==> src/rtl/whl_pkg.sv <==
// ---------------------------------------------------------------------------
// whl_pkg
// Shared field widths, operation and status codes, and item types for the
// ID whitelist table.
// ---------------------------------------------------------------------------
package whl_pkg;

    localparam int OP_W     = 3;
    localparam int ID_W     = 32;
    localparam int POS_W    = 7;
    localparam int STATUS_W = 2;

    localparam logic [OP_W-1:0] OP_ADD    = 3'd0;
    localparam logic [OP_W-1:0] OP_LOOKUP = 3'd1;
    localparam logic [OP_W-1:0] OP_READ   = 3'd2;
    localparam logic [OP_W-1:0] OP_DELETE = 3'd3;
    localparam logic [OP_W-1:0] OP_CLEAR  = 3'd4;

    localparam logic [STATUS_W-1:0] ST_OK     = 2'd0;
    localparam logic [STATUS_W-1:0] ST_DUP    = 2'd1;
    localparam logic [STATUS_W-1:0] ST_FULL   = 2'd2;
    localparam logic [STATUS_W-1:0] ST_BADPOS = 2'd3;

    typedef struct packed {
        logic [OP_W-1:0]  opcode;
        logic [ID_W-1:0]  card_id;
        logic [POS_W-1:0] position;
    } req_item_t;

    typedef struct packed {
        logic [STATUS_W-1:0] status;
        logic [POS_W-1:0]    entry_count;
        logic [POS_W-1:0]    match_position;
        logic [ID_W-1:0]     read_id;
    } rsp_item_t;

endpackage

==> src/rtl/whl_cell.sv <==
// ---------------------------------------------------------------------------
// whl_cell
// One storage cell of the ID ring; takes its neighbor's ID when the ring
// rotates and holds otherwise.
// ---------------------------------------------------------------------------
module whl_cell
    import whl_pkg::*;
(
    input  logic            clk,
    input  logic            shift,
    input  logic [ID_W-1:0] d,
    output logic [ID_W-1:0] q
);

    logic [ID_W-1:0] id_reg;
    logic [ID_W-1:0] id_next;

    always_comb
    begin
        id_next = shift ? d : id_reg;
    end

    always_ff @(posedge clk)
    begin
        id_reg <= id_next;
    end

    assign q = id_reg;

endmodule

==> config.mk <==
export PLATFORM = sky130hd
export DESIGN_NAME = whl_cell
export DESIGN_NICKNAME = d
export VERILOG_FILES = /design/src/rtl/whl_pkg.sv /design/src/rtl/whl_cell.sv
export SDC_FILE = /design/constraint.sdc
export NUM_CORES = 1
export LEC_CHECK = 0
export BUFFER_PORTS_ARGS = -buffer_cell sky130_fd_sc_hd__clkbuf_2
export CORE_AREA = 4 4 53 55
export DETAILED_ROUTE_END_ITERATION = 7
export DIE_AREA = 0 0 57 59
export GPL_TIMING_DRIVEN = 0
export PLACE_DENSITY = 0.84
export SLEW_MARGIN = 0
export SYNTH_ARGS = -nofsm -noshare
export SYNTH_HDL_FRONTEND = slang
export SYNTH_SLANG_ARGS = --single-unit
==> constraint.sdc <==
create_clock -name clk -period 0.8 [get_ports clk]
set_input_delay 0.04 -clock clk [delete_from_list [all_inputs] [get_ports clk]]
set_output_delay 0.04 -clock clk [all_outputs]
set_load 0.02 [all_outputs]
# [After elaboration in Yosys (flattened, before gate mapping)]
# Index checks and enable logic that the tools add are counted.
[totals] in_bits=34 ff_bits=32 word_cells=1 out_inout_bits=32

# [Depth between registers and ports, before layout]
[depth] ltp_word=0 mapped_depth=0 ltp_nobuf=0

# [Worst setup path after synthesis]
# OpenSTA, ideal clock, no wires.
[synth_path] path_kind="reg2out" startpoint="register id_reg[0] (netlist: q[0])" endpoint="output port q[0]" slack_ns=0.311 path_buffers=0 required_time_ns=0.760 t_arrival_ns=0.449 stages_incl_launch_ff=1 path_cell_list="edfxtp_1"
[synth_lines] item="start, declared" line="whl_cell.sv:15" text="logic [ID_W-1:0] id_reg;"
[synth_lines] item="start signal, assigned" line="whl_cell.sv:25" text="id_reg <= id_next;"
[synth_lines] item="end, declared" line="whl_cell.sv:12" text="output logic [ID_W-1:0] q"
# No word-level cell between the ends.

# [Worst setup path in the final report]
[layout_path] startpoint="register id_reg[5] (netlist: q[5])" endpoint="output port q[5]"
# No word-level cell between the ends.

==> impl_metrics.toml <==
[worst_setup_path]
cp_top_family = "flip-flops"
cp.required_ns = 0.76
worstPathBufferInverterCount = 1
cp.arrival_ns = 0.89
crit_fanout = 1
slowest_stage = "edfxtp_1"
path_depth = 1
worstSetupEndpointType = "output pin"
cp_slowest_stage_delay_ns = 0.39
start_kind = "register"
crit_type = "reg -> out"
worstPathCellList = "clkbuf_2"

[sta]
fin_crit_sh = 1.16
finalSetupViolCount = 32
relSlewSlack = 0.489
period_minus_slack_ns = 0.925
max_freq_ghz = 1.08
maxSlewViolCount = 0
hold_ws_ns = 0.420
worstMarginPinSlew_ns = 0.767
layout_setup_ws_ns = -0.125
hold_viol = 0
rsz0062_at_grt = "yes"

[finish]
fin_nets = 170
n_antenna_cell = 0
syn_to_final_growth_pct = 87.5
multi_input_comb_area_um2 = 0
multi_input_cells = 0
fin_util = 0.755
drive_above_1_share = 0.526
final_cells = 167
largest_register_ff_count = 32

[pwr]
leakagePower_nw = 0.778
sw_frac_of_total = 0.246
p_int_mw = 2.63
power_frac_seq = 0.585
pwr-share-clk = 0.241
combPwrFrac = 0.174
p_per_area_nw_per_um2 = 1940
ir_drop_v = 0.00163
p_switching_mw = 0.857

[min_path]
hold_path_depth = 2
min_to = "q[10]$_DFFE_PP_"
hold_class = "in -> reg"
hp-start = "d[10]"

[yosys]
ys_ff_latch = 32
synth_area_leaders = "edfxtp_1 (100%)"
yosysWarnings = 0
ys_types = 1
synth_edf_count = 32
avgSynthCellArea_um2 = 30.0
postSynthCellCount = 32
synth_top_flop_cell = "edfxtp_1"
syn_area_um2 = 961
seq_area_frac_synth = 1.00
synth.most_common_cell = "edfxtp_1"
synth_commonest_cells = "edfxtp_1 (32)"
synth_top_area_frac = 1.00
syn_nets = 66
synthArstFlopShare = 0
yosysTopAreaCell = "edfxtp_1"

[routing]
vias_per_cell = 4.33
vias = 723
drc = 0
routed_wl_mm = 2.49
wl_per_cell_um = 14.9
drtPass1Iterations = 3
antenna_left = 0
drt_iter0_markers = 14

[outcome]
status = "finished with violations"
violations = "setup timing"

[placed_design]
place_inst = 127
place_congestion = 0.697
place.port_buffers = 65

[clock_tree]
root_buffer = "clkbuf_4"
cts_tree = "done"
cts_buffers = 5
cts.path.max_buffers = 2
numClockSinks = 32
cts_htree_levels = 2
clkTransAtPathRegs_ns = 0.10

[floorplanning]
initial_core_util = 0.403
core-area_um2 = 2390
die_y_um = 59
io-pin-count = 66
die_x_um = 57
die_area_um2 = 3360
row_count = 18

[job]
drv_cap = 0

[global_route]
grt_max_degree = 33
grt_pass1_wl_mm = 3.52
grt_pass1_vias = 740
antenna_found_initial = 0
grt_usage = 0.149
grt-ovfl-total = 0
-- final cells by class --
cell class / count / area (µm²)
fillers: 156 / 586
repair buffers: 97 / 752
clock inverters: 3 / 13.8
well taps: 30 / 37.5
clock buffers: 5 / 37.5
flip-flops and latches: 32 / 961
-- metrics by stage --
stage                     power [mW]  area [µm²]  TNS [ns]  worst slack, ns
after floorplan                 2.24         961         0            0.311
after CTS                       3.42        1700     -3.81           -0.147
final                           3.49        1800     -3.28           -0.125
after detailed placement        2.46        1320     -7.16           -0.225
after global placement          2.45        1320     -6.15           -0.193
after global routing            3.67        1800     -4.97           -0.188
-- power groups by stage --
stage	registers, mW	clock network, mW	logic [mW]
final	2.04	0.842	0.606
after global routing	2.05	0.980	0.640
after CTS	2.03	0.868	0.522
after detailed placement	2.07	0	0.399
after global placement	2.06	0	0.389
after floorplan	2.24	0	0
-- layout by cell type, fill, tap and decap left out --
master,count
clkbuf_2,34
dlygate4sd3_1,32
edfxtp_1,32
buf_6,17
buf_2,14
clkbuf_4,5
clkinv_2,2
clkinv_1,1
-- cells by family (layout without fill, tap and decap cells) --
logic type  Yosys count  after routing  synth area share
flops                32             32              1.00
buf+inv               0            105                 0
-- timing repair --
| item | CTS | global route |
|---|---|---|
| buffers inserted | 0 | 0 |
| endpoints found under the hold margin | 32 | 0 |
| endpoints found under the setup margin | 32 | 32 |
| resized for setup | 0 | 65 |
| hold buffers | 32 | 0 |
-- routing by layer --
layer	track usage	up-vias	part of all wire
li1	-	339	-
met1	0.152	331	0.32
met2	0.251	46	0.55
met3	0.0806	7	0.11
met4	0.0728	0	0.025
met5	0	-	0
-- worst max path at each step --
stage                               start         endpoint  slack (ns)
after floorplan            q[0]$_DFFE_PP_             q[0]        0.31
after global placement              shift  q[15]$_DFFE_PP_       -0.19
after detailed placement            shift   q[0]$_DFFE_PP_       -0.22
after CTS                 q[17]$_DFFE_PP_            q[17]       -0.15
after global routing       q[5]$_DFFE_PP_             q[5]       -0.19
final                      q[5]$_DFFE_PP_             q[5]       -0.13
Power figures use the tool's default switching activity.
